===== config.mk =====
export PLATFORM = sky130hd
export DESIGN_NAME = cssd_result_flat
export DESIGN_NICKNAME = d
export VERILOG_FILES = /design/src/hdl/cssd_pkg.sv /design/src/hdl/cssd_if.sv /design/src/hdl/cssd_result.sv /design/src/flat_wrapper.sv
export SDC_FILE = /design/constraint.sdc
export NUM_CORES = 1
export LEC_CHECK = 0
export BUFFER_PORTS_ARGS = -buffer_cell sky130_fd_sc_hd__buf_2
export CAP_MARGIN = 10
export CORE_MARGIN = 2
export CORE_UTILIZATION = 39
export DETAILED_ROUTE_END_ITERATION = 10
export PLACE_DENSITY = 0.72
export SYNTH_ARGS = -nofsm -noshare
export SYNTH_HDL_FRONTEND = slang
export SYNTH_SLANG_ARGS = --single-unit

===== constraint.sdc =====
create_clock -name clk -period 1.28 [get_ports clk]
set_clock_uncertainty 0.05 [all_clocks]
set_input_delay 0.064 -clock clk [delete_from_list [all_inputs] [get_ports clk]]
set_output_delay 0.064 -clock clk [all_outputs]
set_load 0.01 [all_outputs]

===== src/hdl/cssd_pkg.sv =====
// Shared types and constants of the cross stencil star detector.
package cssd_pkg;

  // Width of each configuration register
  localparam int CFG_W = 11;
  // Width of the configuration register index
  localparam int CFG_IDX_W = 2;
  // Width of the reported row and column indexes
  localparam int IDX_W = 10;

  // Register reset values
  localparam logic [CFG_W-1:0] FRAME_ROWS_RST = CFG_W'(20);
  localparam logic [CFG_W-1:0] FRAME_COLS_RST = CFG_W'(20);
  localparam logic [CFG_W-1:0] STAR_THRESHOLD_RST = CFG_W'(30);

  // Configuration register indexes
  typedef enum logic [CFG_IDX_W-1:0] {
    REG_FRAME_ROWS     = 2'd0,
    REG_FRAME_COLS     = 2'd1,
    REG_STAR_THRESHOLD = 2'd2
  } reg_idx_t;

  // Raster position facts of one accepted pixel
  typedef struct packed {
    logic [IDX_W-1:0] row;
    logic [IDX_W-1:0] col;
    logic             has_first;   // classifies the pixel one row above
    logic             has_second;  // last row: emits its own blank result
    logic             inner;       // pixel above lies off the frame border
    logic             done;        // last column of the row
  } tag_t;

  // Classified item handed to the result stage
  typedef struct packed {
    logic             star;
    logic [IDX_W-1:0] row;
    logic [IDX_W-1:0] col;
    logic             has_first;
    logic             has_second;
    logic             done;
  } cls_t;

endpackage


===== src/hdl/cssd_if.sv =====


interface cssd_res_if ();
  logic                         valid;
  logic                         ready;
  logic                         is_star;
  logic [cssd_pkg::IDX_W-1:0]   out_row;
  logic [cssd_pkg::IDX_W-1:0]   out_col;
  logic                         run_last;
  logic                         frame_done;

  modport source (output valid, output is_star, output out_row, output out_col,
                  output run_last, output frame_done, input ready);
  modport sink (input valid, input is_star, input out_row, input out_col,
                input run_last, input frame_done, output ready);
endinterface



===== src/hdl/cssd_result.sv =====
// Output stage: holds one classified pixel and sends its one or two results.
module cssd_result (
  input  logic             clk,
  input  logic             rst,
  input  logic             load,
  input  cssd_pkg::cls_t   cls,
  output logic             free,
  cssd_res_if.source       res
);

  logic                       first_pend;
  logic                       second_pend;
  logic                       first_pend_next;
  logic                       second_pend_next;
  logic                       star_q;
  logic [cssd_pkg::IDX_W-1:0] row_q;
  logic [cssd_pkg::IDX_W-1:0] col_q;
  logic                       done_q;
  logic                       xfer;

  assign xfer = res.valid && res.ready;
  // Stage takes a new item when empty or when its final result leaves now
  assign free = !(first_pend || second_pend) || (res.ready && !(first_pend && second_pend));

  // Sequence pending results
  always_comb begin
    first_pend_next  = first_pend;
    second_pend_next = second_pend;
    if (xfer) begin
      if (first_pend) begin
        first_pend_next = 1'b0;
      end else begin
        second_pend_next = 1'b0;
      end
    end
    if (load) begin
      first_pend_next  = cls.has_first;
      second_pend_next = cls.has_second;
    end
  end

  always_ff @(posedge clk) begin
    if (rst) begin
      first_pend  <= 1'b0;
      second_pend <= 1'b0;
    end else begin
      first_pend  <= first_pend_next;
      second_pend <= second_pend_next;
    end
  end

  // Hold payload
  always_ff @(posedge clk) begin
    if (load) begin
      star_q <= cls.star;
      row_q  <= cls.row;
      col_q  <= cls.col;
      done_q <= cls.done;
    end
  end

  // First result classifies the row above, second is the blank last-row pixel
  always_comb begin
    res.valid = first_pend || second_pend;
    res.out_col = col_q;
    if (first_pend) begin
      res.is_star    = star_q;
      res.out_row    = row_q - cssd_pkg::IDX_W'(1);
      res.run_last   = !second_pend;
      res.frame_done = 1'b0;
    end else begin
      res.is_star    = 1'b0;
      res.out_row    = row_q;
      res.run_last   = 1'b1;
      res.frame_done = done_q;
    end
  end

endmodule


===== src/flat_wrapper.sv =====
// flat-port wrapper written by rule: the top's interface ports become plain ports
module cssd_result_flat 
  (clk, rst, load, cls, free, res_valid, res_is_star, res_out_row, res_out_col, res_run_last, res_frame_done, res_ready);
  cssd_res_if res_i ();
  input  logic clk;
  input  logic rst;
  input  logic load;
  input  cssd_pkg::cls_t cls;
  output logic free;
  output wire logic [$bits(res_i.valid)-1:0] res_valid;
  output wire logic [$bits(res_i.is_star)-1:0] res_is_star;
  output wire logic [$bits(res_i.out_row)-1:0] res_out_row;
  output wire logic [$bits(res_i.out_col)-1:0] res_out_col;
  output wire logic [$bits(res_i.run_last)-1:0] res_run_last;
  output wire logic [$bits(res_i.frame_done)-1:0] res_frame_done;
  input wire logic [$bits(res_i.ready)-1:0] res_ready;
  assign res_valid = res_i.valid;
  assign res_is_star = res_i.is_star;
  assign res_out_row = res_i.out_row;
  assign res_out_col = res_i.out_col;
  assign res_run_last = res_i.run_last;
  assign res_frame_done = res_i.frame_done;
  assign res_i.ready = res_ready;
  cssd_result u_core (.clk(clk), .rst(rst), .load(load), .cls(cls), .free(free), .res(res_i));
endmodule

==> results.py <==
metrics = {
    "power_and_ir_drop": {
        "power_frac_comb_pct": 20.8,
        "p_seq_share_pct": 56.5,
        "power_frac_clock_pct": 22.8,
        "power.leakage_uw": 0.000767,
        "ir_drop_mv": 0.777,
        "p_switching_uw": 394,
        "p_int_uw": 1300,
        "power.density_nw_per_um2": 955,
        "switching_share_pct": 23.3,
    },
    "timing": {
        "slew_headroom_pct": 62.9,
        "clock.fmax_mhz": 516,
        "worst_pin_slew_ns": 0.556,
        "finalCritPeriodShare_pct": 151,
        "hold_viol_final": 0,
        "timing.final.ws_setup_ns": -0.657,
        "setup_viol": 15,
        "slew_violations": 0,
        "whs_ns": 0.0382,
        "fin_crit_ns": 1.94,
        "rsz0062_at_grt": "yes",
    },
    "grt": {
        "grt_max_degree": 27,
        "grt_pass1_wl_um": 3660,
        "antenna_found_initial": 0,
        "grt.overflow.total": 0,
        "first_global_vias": 826,
        "gr-usage-all-layers_pct": 18.4,
    },
    "critical_path": {
        "crit_arrival_ns": 1.82,
        "cp_max_fo": 3,
        "required_ns": 1.17,
        "path_class": "flop to output pin",
        "end_kind": "output pin",
        "startpoint_type": "flop",
    },
    "final_layout": {
        "post-route-util_pct": 72.8,
        "layout_common_cells": "buf_2, dlygate4sd3_1, edfxtp_1",
        "seqCellArea_um2": 704,
        "fillers": 159,
        "area_growth_pct": 81.6,
        "finalNetCount": 185,
        "final_common_cell": "buf_2",
        "antenna_cells": 0,
        "fin_area_um2": 1770,
        "multi_input_area_um2": 327,
        "drive_gt1_share_pct": 56.8,
    },
    "cts": {
        "clock_sinks": 24,
        "cts_tree": "done",
        "cts_root_buf": "clkbuf_4",
        "path_clk_slew_ns": 0.12,
        "cts-htree-levels": 1,
        "insertion_delay_ns": 0.30,
        "clock_path_buffers": 2,
        "cts_inserted_buffers": 3,
    },
    "synthesis": {
        "ys_ff_latch": 24,
        "netlist_area_um2": 975,
        "yosysUniqueCellTypes": 22,
        "yosysWarnings": 0,
        "synth_flop_cell": "edfxtp_1",
        "ys_seq_area_share_pct": 71.9,
        "synth-edff-count": 22,
        "postSynthAreaPerCell_um2": 15.5,
        "syn-num-nets": 92,
        "synthCells": 63,
        "async_flop_share_pct": 0,
    },
    "place": {
        "gp_congestion": 0.654,
        "io_buffers": 52,
        "hpwl_um": 1400,
        "placed_cell_area_um2": 1340,
    },
    "drt": {
        "routed-via-count": 833,
        "met2_wirelength_um": 1490,
        "ant_nets": 0,
        "drc": 0,
        "drt-initial-drc-count": 10,
        "drt-wirelength-per-cell_um": 13.7,
        "dr.pass1.iters": 4,
        "vias_per_cell": 4.50,
        "wl_met3_um": 77,
        "routed_wl_um": 2530,
        "top_layer": "met4",
        "met1Wirelength_um": 924,
    },
    "die": {
        "die_x_um": 54.0,
        "ios": 53,
        "rows": 18,
        "start_util_pct": 40.1,
        "coreArea_um2": 2430,
        "dieArea_um2": 2910,
        "die_h_um": 54.0,
    },
    "min_path": {
        "hp-class": "input port to flop",
    },
    "outcome": {
        "outcome": "complete, but fails checks",
        "violations": "setup timing",
    },
    "run": {
        "maxCapViolations": 0,
    },
}
[critical path, stage by stage, from the launching register on]
cell	delay, ns
edfxtp_1	0.41
or4_4	0.58
nor4b_4	0.23
xor2_1	0.16
buf_2	0.14
[synth_stat cells, drive strengths merged (2+ instances only)]
master | n | area share (%)
edfxtp | 22 | 68
xor2 | 6 | 5.4
nand2 | 5 | 1.9
inv | 4 | 1.5
nor2 | 4 | 1.5
a21oi | 3 | 1.5
xnor2 | 3 | 2.7
dfxtp | 2 | 4.1
nor4b | 2 | 4.0
[metrics by stage]
| step | TNS [ns] | instances | total power (uW) | worst slack [ns] |
|---|---|---|---|---|
| CTS | -4.70 | 185 | 1660 | -0.669 |
| detailed placement | -1.37 | 152 | 1200 | -0.322 |
| global route | -6.19 | 185 | 1770 | -0.741 |
| finish | -4.88 | 185 | 1690 | -0.657 |
| global placement | -1.01 | 152 | 1190 | -0.273 |
| floorplan | -0.778 | 63 | 1060 | -0.269 |
[sequential cells by signal, summed over array words and instances, names as in the netlist]
name / count
u_core.row_q: 10
u_core.done_q: 1
u_core.second_pend: 1
u_core.first_pend: 1
u_core.res.out_col: 10
u_core.star_q: 1
[worst paths after layout]
check | startpoint | endpoint | slack, ns | cells after the start
setup / recovery | u_core.row_q[5]$_DFFE_PP_ | res_out_row[9] | -0.66 | 4
hold / removal | res_ready | u_core.second_pend$_SDFFE_PP0P_ | 0.04 | 3
hold reg to reg | u_core.second_pend$_SDFFE_PP0P_ | u_core.second_pend$_SDFFE_PP0P_ | 0.65 | 3
setup reg to reg | u_core.first_pend$_SDFFE_PP0P_ | u_core.first_pend$_SDFFE_PP0P_ | 0.06 | 6
[metal layers]
metal  vias to the layer above  global-route usage, %
met1                       389                   17.9
met4                         0                   10.8
met5                         -                      0
met2                        30                   35.0
li1                        410                      -
met3                         4                   3.89
[logic make-up (layout without fill, tap and decap cells)]
logic type      after synthesis  count (layout)  synth area share [%]
compound gates                4               4                  2.44
flops                        24              24                  71.9
xor+xnor                      9               9                  8.09
fa+ha+maj                     2               2                  2.31
simple gates                 19              19                  13.2
buf+inv                       5              97                  2.05
[power by group through the flow]
stage	clock network (uW)	logic [uW]	registers, uW
after floorplan	0	71.1	987
after detailed placement	0	233	971
final	385	351	954
after CTS	390	322	952
after global routing	429	380	961
after global placement	0	225	968
[layout make-up]
type	instances	area share, %
clock buffers	4	2.05
flip-flops and latches	24	39.8
repair buffers	89	36.6
well taps	30	2.12
multi-input cells	34	18.4
inverters	4	0.989
[what timing repair did]
action	CTS	global route
gates resized for setup	15	16
pin swaps	6	1
setup endpoints to repair	11	16
endpoints found under the hold margin	24	0
buffers inserted	4	0
hold buffers	25	0
No activity file was read; power rests on OpenSTA's default activity.
