--- src/hdl/cssd_pkg.sv ---
// Shared types and constants of the cross stencil star detector.
package cssd_pkg;

  // Width of each configuration register
  localparam int CFG_W = 11;
  // Width of the configuration register index
  localparam int CFG_IDX_W = 2;
  // Width of the reported row and column indexes
  localparam int IDX_W = 10;

  // Register reset values
  localparam logic [CFG_W-1:0] FRAME_ROWS_RST = CFG_W'(20);
  localparam logic [CFG_W-1:0] FRAME_COLS_RST = CFG_W'(20);
  localparam logic [CFG_W-1:0] STAR_THRESHOLD_RST = CFG_W'(30);

  // Configuration register indexes
  typedef enum logic [CFG_IDX_W-1:0] {
    REG_FRAME_ROWS     = 2'd0,
    REG_FRAME_COLS     = 2'd1,
    REG_STAR_THRESHOLD = 2'd2
  } reg_idx_t;

  // Raster position facts of one accepted pixel
  typedef struct packed {
    logic [IDX_W-1:0] row;
    logic [IDX_W-1:0] col;
    logic             has_first;   // classifies the pixel one row above
    logic             has_second;  // last row: emits its own blank result
    logic             inner;       // pixel above lies off the frame border
    logic             done;        // last column of the row
  } tag_t;

  // Classified item handed to the result stage
  typedef struct packed {
    logic             star;
    logic [IDX_W-1:0] row;
    logic [IDX_W-1:0] col;
    logic             has_first;
    logic             has_second;
    logic             done;
  } cls_t;

endpackage

--- src/hdl/cssd_stencil.sv ---
// Input stage: pixel register, cross window registers, sum and threshold compare.
module cssd_stencil #(
  parameter int PIXEL_BITS = 8,
  parameter int ADDR_W = 10
) (
  input  logic                      clk,
  input  logic                      rst,
  input  logic                      load,
  input  logic [PIXEL_BITS-1:0]     pixel,
  input  cssd_pkg::tag_t            tag,
  input  logic [ADDR_W-1:0]         addr,
  input  logic [2*PIXEL_BITS-1:0]   rd_data,
  input  logic [cssd_pkg::CFG_W-1:0] threshold,
  input  logic                      advance,
  output logic                      full,
  output cssd_pkg::cls_t            cls,
  output logic                      wr_en,
  output logic [ADDR_W-1:0]         wr_addr,
  output logic [2*PIXEL_BITS-1:0]   wr_data
);

  localparam int SUM_W = PIXEL_BITS + 3;
  localparam int CMP_W = (SUM_W > cssd_pkg::CFG_W) ? SUM_W : cssd_pkg::CFG_W;

  logic                  full_next;
  logic [PIXEL_BITS-1:0] px_q;
  cssd_pkg::tag_t        tag_q;
  logic [ADDR_W-1:0]     addr_q;
  logic [PIXEL_BITS-1:0] cur_prev;   // row above, same column
  logic [PIXEL_BITS-1:0] cur_prev2;  // two rows above, same column
  logic [PIXEL_BITS-1:0] lft;        // row above, column to the left
  logic [PIXEL_BITS-1:0] rgt;        // row above, column to the right
  logic [SUM_W-1:0]      sum;

  // Track occupancy of the stage
  always_comb begin
    full_next = full;
    if (load) begin
      full_next = 1'b1;
    end else if (advance) begin
      full_next = 1'b0;
    end
  end

  always_ff @(posedge clk) begin
    if (rst) begin
      full <= 1'b0;
    end else begin
      full <= full_next;
    end
  end

  // Capture pixel and shift the window; read data holds this column's entry
  always_ff @(posedge clk) begin
    if (load) begin
      px_q      <= pixel;
      tag_q     <= tag;
      addr_q    <= addr;
      cur_prev  <= rd_data[PIXEL_BITS-1:0];
      cur_prev2 <= rd_data[2*PIXEL_BITS-1:PIXEL_BITS];
      lft       <= cur_prev;
    end
  end

  // Read data now holds the entry of the next column
  assign rgt = rd_data[PIXEL_BITS-1:0];

  // Cross sum of center, up, down, left and right
  assign sum = SUM_W'(cur_prev) + SUM_W'(cur_prev2) + SUM_W'(px_q)
             + SUM_W'(lft) + SUM_W'(rgt);

  always_comb begin
    cls.star       = tag_q.inner && (CMP_W'(sum) > CMP_W'(threshold));
    cls.row        = tag_q.row;
    cls.col        = tag_q.col;
    cls.has_first  = tag_q.has_first;
    cls.has_second = tag_q.has_second;
    cls.done       = tag_q.done;
  end

  // Shift the column down the line buffers as the pixel leaves
  assign wr_en   = advance;
  assign wr_addr = addr_q;
  assign wr_data = {cur_prev, px_q};

endmodule

--- config.mk ---
export PLATFORM = sky130hd
export DESIGN_NAME = cssd_stencil
export DESIGN_NICKNAME = d
export VERILOG_FILES = /design/src/hdl/cssd_pkg.sv /design/src/hdl/cssd_stencil.sv
export SDC_FILE = /design/constraint.sdc
export NUM_CORES = 1
export LEC_CHECK = 0
export BUFFER_PORTS_ARGS = -buffer_cell sky130_fd_sc_hd__buf_2
export CORE_MARGIN = 10
export CORE_UTILIZATION = 45
export CTS_BUF_LIST = sky130_fd_sc_hd__clkbuf_8 sky130_fd_sc_hd__clkbuf_16
export CTS_CLUSTER_SIZE = 24
export DETAILED_ROUTE_END_ITERATION = 12
export PLACE_DENSITY = 0.82
export SLEW_MARGIN = 20
export SYNTH_ARGS = -nofsm -noshare
export SYNTH_HDL_FRONTEND = slang
export SYNTH_SLANG_ARGS = --single-unit
--- constraint.sdc ---
create_clock -name clk -period 4.3 [get_ports clk]
set_input_delay 0.215 -clock clk [delete_from_list [all_inputs] [get_ports clk]]
set_output_delay 0.215 -clock clk [all_outputs]
set_load 0.03 [all_outputs]
==> impl_metrics.csv <==
group,metric,value,unit
outcome,status,"finished with violations",
outcome,violations,"negative setup slack",
routing,routed_wl,8040,um
routing,drt.antenna.violating_nets,0,
flow_run,max_cap_viol_count,0,
sta,fin_hold_ws,0.0387,ns
setup_path,reg2reg_from,"cur_prev[1]",
sta,tightestPinTransition,0.729,ns
sta,clock-skew-final,0.00579,ns
layout,number_of_nets_in_the_finished_design,522,
routing,drt_iter0_drc,54,
setup_path,crit_slowest_cell,"sky130_fd_sc_hd__fa_1",
clock_tree,clk_path_buf_depth,2,
power_and_ir_drop,cellLeakagePower,2.27,nW
routing,number_of_vias_in_the_routed_layout,2355,
synth,postSynthCellCount,269,
die,initial_core_util,46.2,%
clock_tree,clkLatencyLatePin,0.33,ns
sta,hold_viol_final,0,
clock_tree,cts_max_level,3,
synth,synth-simple-area-share,2.29,%
synth,muxShareOfSynthArea,0,%
routing,drc,0,
layout,flow.area_growth_from_synthesis,29.9,%
die,fp.dieW,109,um
synth,synthXorXnorAreaFrac,1.23,%
setup_path,worstPathCellList,"inv_1 -> fa_1 -> inv_1 -> fa_1 -> inv_1 -> fa_1 -> inv_2 -> ha_1 -> a211oi_2 -> nor2_2 -> o31ai_2 -> xnor2_1 -> ha_1 -> nand3_2 -> nor3_2 -> a221oi_2 -> a21oi_2 -> buf_6",
hold_path,min_path_type,"input port to register",
setup_path,crit_required,4.09,ns
setup_path,setup_crit_end,"cls[23]",
layout,antennaDiodeCount,0,
global_routing,first_global_vias,2754,
global_routing,grt_antenna_before_repair,0,
synth,synthAdderAreaFrac,20.7,%
power_and_ir_drop,fin_total_pwr,0.00275,W
placed_design,dp.final_hpwl,6460,um
die,die_height,109,um
hold_path,min-delay-start,"rst",
power_and_ir_drop,max-vdd-ir-drop,0.405,mV
sta,setup_viol_count_final,1,
synth,synthesis.area,3550,um^2
routing,drt_pre_antenna_iters,5,
sta,fin_ws,-0.465,ns
clock_tree,cts_num_sinks,67,
clock_tree,holdBufCountCts,0,
clock_tree,cts_tree,"done",
global_routing,grt_first_pass_wirelength,13300,um
setup_path,endpoint_class_of_the_critical_path,"output pin",
global_routing,grt_max_degree,36,
layout,final_core_util,60.0,%
sta,slew_headroom,51.4,%
sta,rsz0062_at_grt,"true",
global_routing,grt_remaining_overflow,0,
power_and_ir_drop,power_density,595,nW/um^2
placed_design,post-place-ws,-0.129,ns
routing,post_drt_via_cell_ratio,4.62,
synth,synth.yosys.seq_area_share,56.3,%
setup_path,startpoint,"px_q[2]",
die,die_area,11900,um^2
setup_path,worst_r2r_path_depth,2,
setup_path,critPathMaxStageDelay,0.50,ns
sta,clock.fmax,210,MHz
synth,syn_area_per_cell,13.2,um^2
layout,layout.cells.most_common,"sky130_fd_sc_hd__buf_2",
setup_path,launching_element_type_of_the_critical_path,"register",
setup_path,worstSetupPathType,"register to output pin",
clock_tree,ctsRootBufferMaster,"sky130_fd_sc_hd__clkbuf_8",
clock_tree,cts.reportedPaths.clkPinSlew,0.07,ns
placed_design,place_congestion,0.824,
die,core,7690,um^2
routing,post_drt_wl_per_cell,15.8,um
sta,final_min_period_over_clock_period,111,%
synth,yosys.cell_types.count,24,
synth,synth_compound_area_share,5.81,%
die,num_rows,32,
die,boundaryPins,125,
sta,report.final.slew_viol_count,0,
setup_path,timing.critical_path.arrival,4.55,ns
global_routing,gr-usage-all-layers,14.5,%
setup_path,critical_path_maximum_fanout,3,
placed_design,buffer_ports.inserted,124,
synth,postSynthNetCount,387,
clock_tree,cts_inserted_buffers,9,
setup_path,crit-reg2reg-capture,"lft[1]",
synth,postSynthRegisterBits,67,
synth,yosys_warnings,0,
setup_path,ff2ff_setup_slack,3.41,ns
layout,proportion_of_layout_cells_with_a_drive_suffix_above_1,44.4,%
sta,finalCriticalPeriod,4.76,ns
layout,final_cell_mix,"sky130_fd_sc_hd__buf_2 (123), sky130_fd_sc_hd__inv_1 (79), sky130_fd_sc_hd__edfxtp_1 (66)",
synth,synth_top_family_by_area,"adder cells",
==> cell families (layout without fill, tap and decap cells) <==
logic type / count (synthesis) / in the layout
fa+ha+maj: 45 / 45
compound gates: 29 / 29
xor+xnor: 5 / 5
simple gates: 18 / 18
flops: 67 / 67
buf+inv: 105 / 244
==> repair_timing <==
item,in CTS,in global routing
buffers inserted,1,2
endpoints found under the setup margin,1,1
pin swaps,2,9
gates resized for setup,7,4
==> per-stage QoR <==
step / cells / area (um^2) / setup TNS, ns
floorplan: 269 / 3580 / -0.0769
global placement: 492 / 4310 / -0.0341
detailed placement: 492 / 4310 / -0.129
CTS: 508 / 4590 / -0.384
global route: 510 / 4610 / -0.676
finish: 510 / 4610 / -0.465
==> synth_stat cells <==
| master | instances | share of area [%] |
|---|---|---|
| sky130_fd_sc_hd__or3_4 | 1 | 0.32 |
| sky130_fd_sc_hd__o21ai_0 | 5 | 0.70 |
| sky130_fd_sc_hd__a221oi_1 | 1 | 0.25 |
| sky130_fd_sc_hd__xor2_1 | 1 | 0.25 |
| sky130_fd_sc_hd__nand3_1 | 3 | 0.42 |
| sky130_fd_sc_hd__o31ai_2 | 2 | 0.70 |
| sky130_fd_sc_hd__a211oi_1 | 6 | 1.3 |
| sky130_fd_sc_hd__nand2_1 | 3 | 0.32 |
| sky130_fd_sc_hd__o21a_1 | 1 | 0.21 |
| sky130_fd_sc_hd__nor2_1 | 9 | 0.95 |
| sky130_fd_sc_hd__o21bai_1 | 3 | 0.63 |
| sky130_fd_sc_hd__o22a_1 | 1 | 0.25 |
| sky130_fd_sc_hd__buf_4 | 24 | 5.1 |
| sky130_fd_sc_hd__xnor2_1 | 4 | 0.99 |
| sky130_fd_sc_hd__edfxtp_1 | 66 | 56 |
| sky130_fd_sc_hd__fa_1 | 23 | 13 |
| sky130_fd_sc_hd__ha_1 | 22 | 7.7 |
| sky130_fd_sc_hd__o31ai_1 | 1 | 0.21 |
| sky130_fd_sc_hd__a21oi_1 | 5 | 0.70 |
| sky130_fd_sc_hd__a21o_1 | 3 | 0.63 |
| sky130_fd_sc_hd__nor3_1 | 2 | 0.28 |
| sky130_fd_sc_hd__dfxtp_1 | 1 | 0.56 |
| sky130_fd_sc_hd__o41ai_1 | 1 | 0.25 |
| sky130_fd_sc_hd__inv_1 | 81 | 8.6 |
==> final cells by class <==
type	count	area, um^2
sequential	67	2000
fill	624	3070
clock buffer	9	124
multi-input combinational	97	1130
clock inverter	6	115
tap	102	128
timing repair buffer	148	807
inverter	81	304
==> metal layers <==
layer  GRT usage (%)  share of wire, %  wire length [um]  vias up
met2            24.9                49              3980      111
met5               0                 0                 0        -
met4            4.80               1.3               106        0
met1            13.3                33              2690     1117
li1                -                 -                 -     1119
met3            10.2                16              1270        8
==> where the power goes <==
group / internal, W / total (W) / switching [W]
combinational: 0.000584 / 0.00133 / 0.000746
sequential: 0.000774 / 0.000792 / 0.0000173
clock: 0.000384 / 0.000624 / 0.000240
==> flip-flops by register name, indices dropped and copies added (netlist names) <==
register / cells
lft: 8
px_q: 8
tag_q: 1
full: 1
cur_prev: 8
cur_prev2: 8
cls: 23
wr_addr: 10
==> critical path, delay by kind of cell, from the launching register on <==
kind	cells	cell delay, ns
xor gates and xnor gates	1	0.14
DFF	1	0.35
and+or+nand+nor	3	0.26
buffers and inverters	5	0.37
AOI/OAI and AO/OA	4	0.97
adders and majority gates	5	2.14
==> worst min-delay path by stage <==
stage | to | depth (start not counted)
after global routing | full | 2
after global placement | full | 2
final | full | 2
after CTS | full | 2
after floorplan | full | 1
after detailed placement | full | 2
Power figures use the tool's default switching activity.
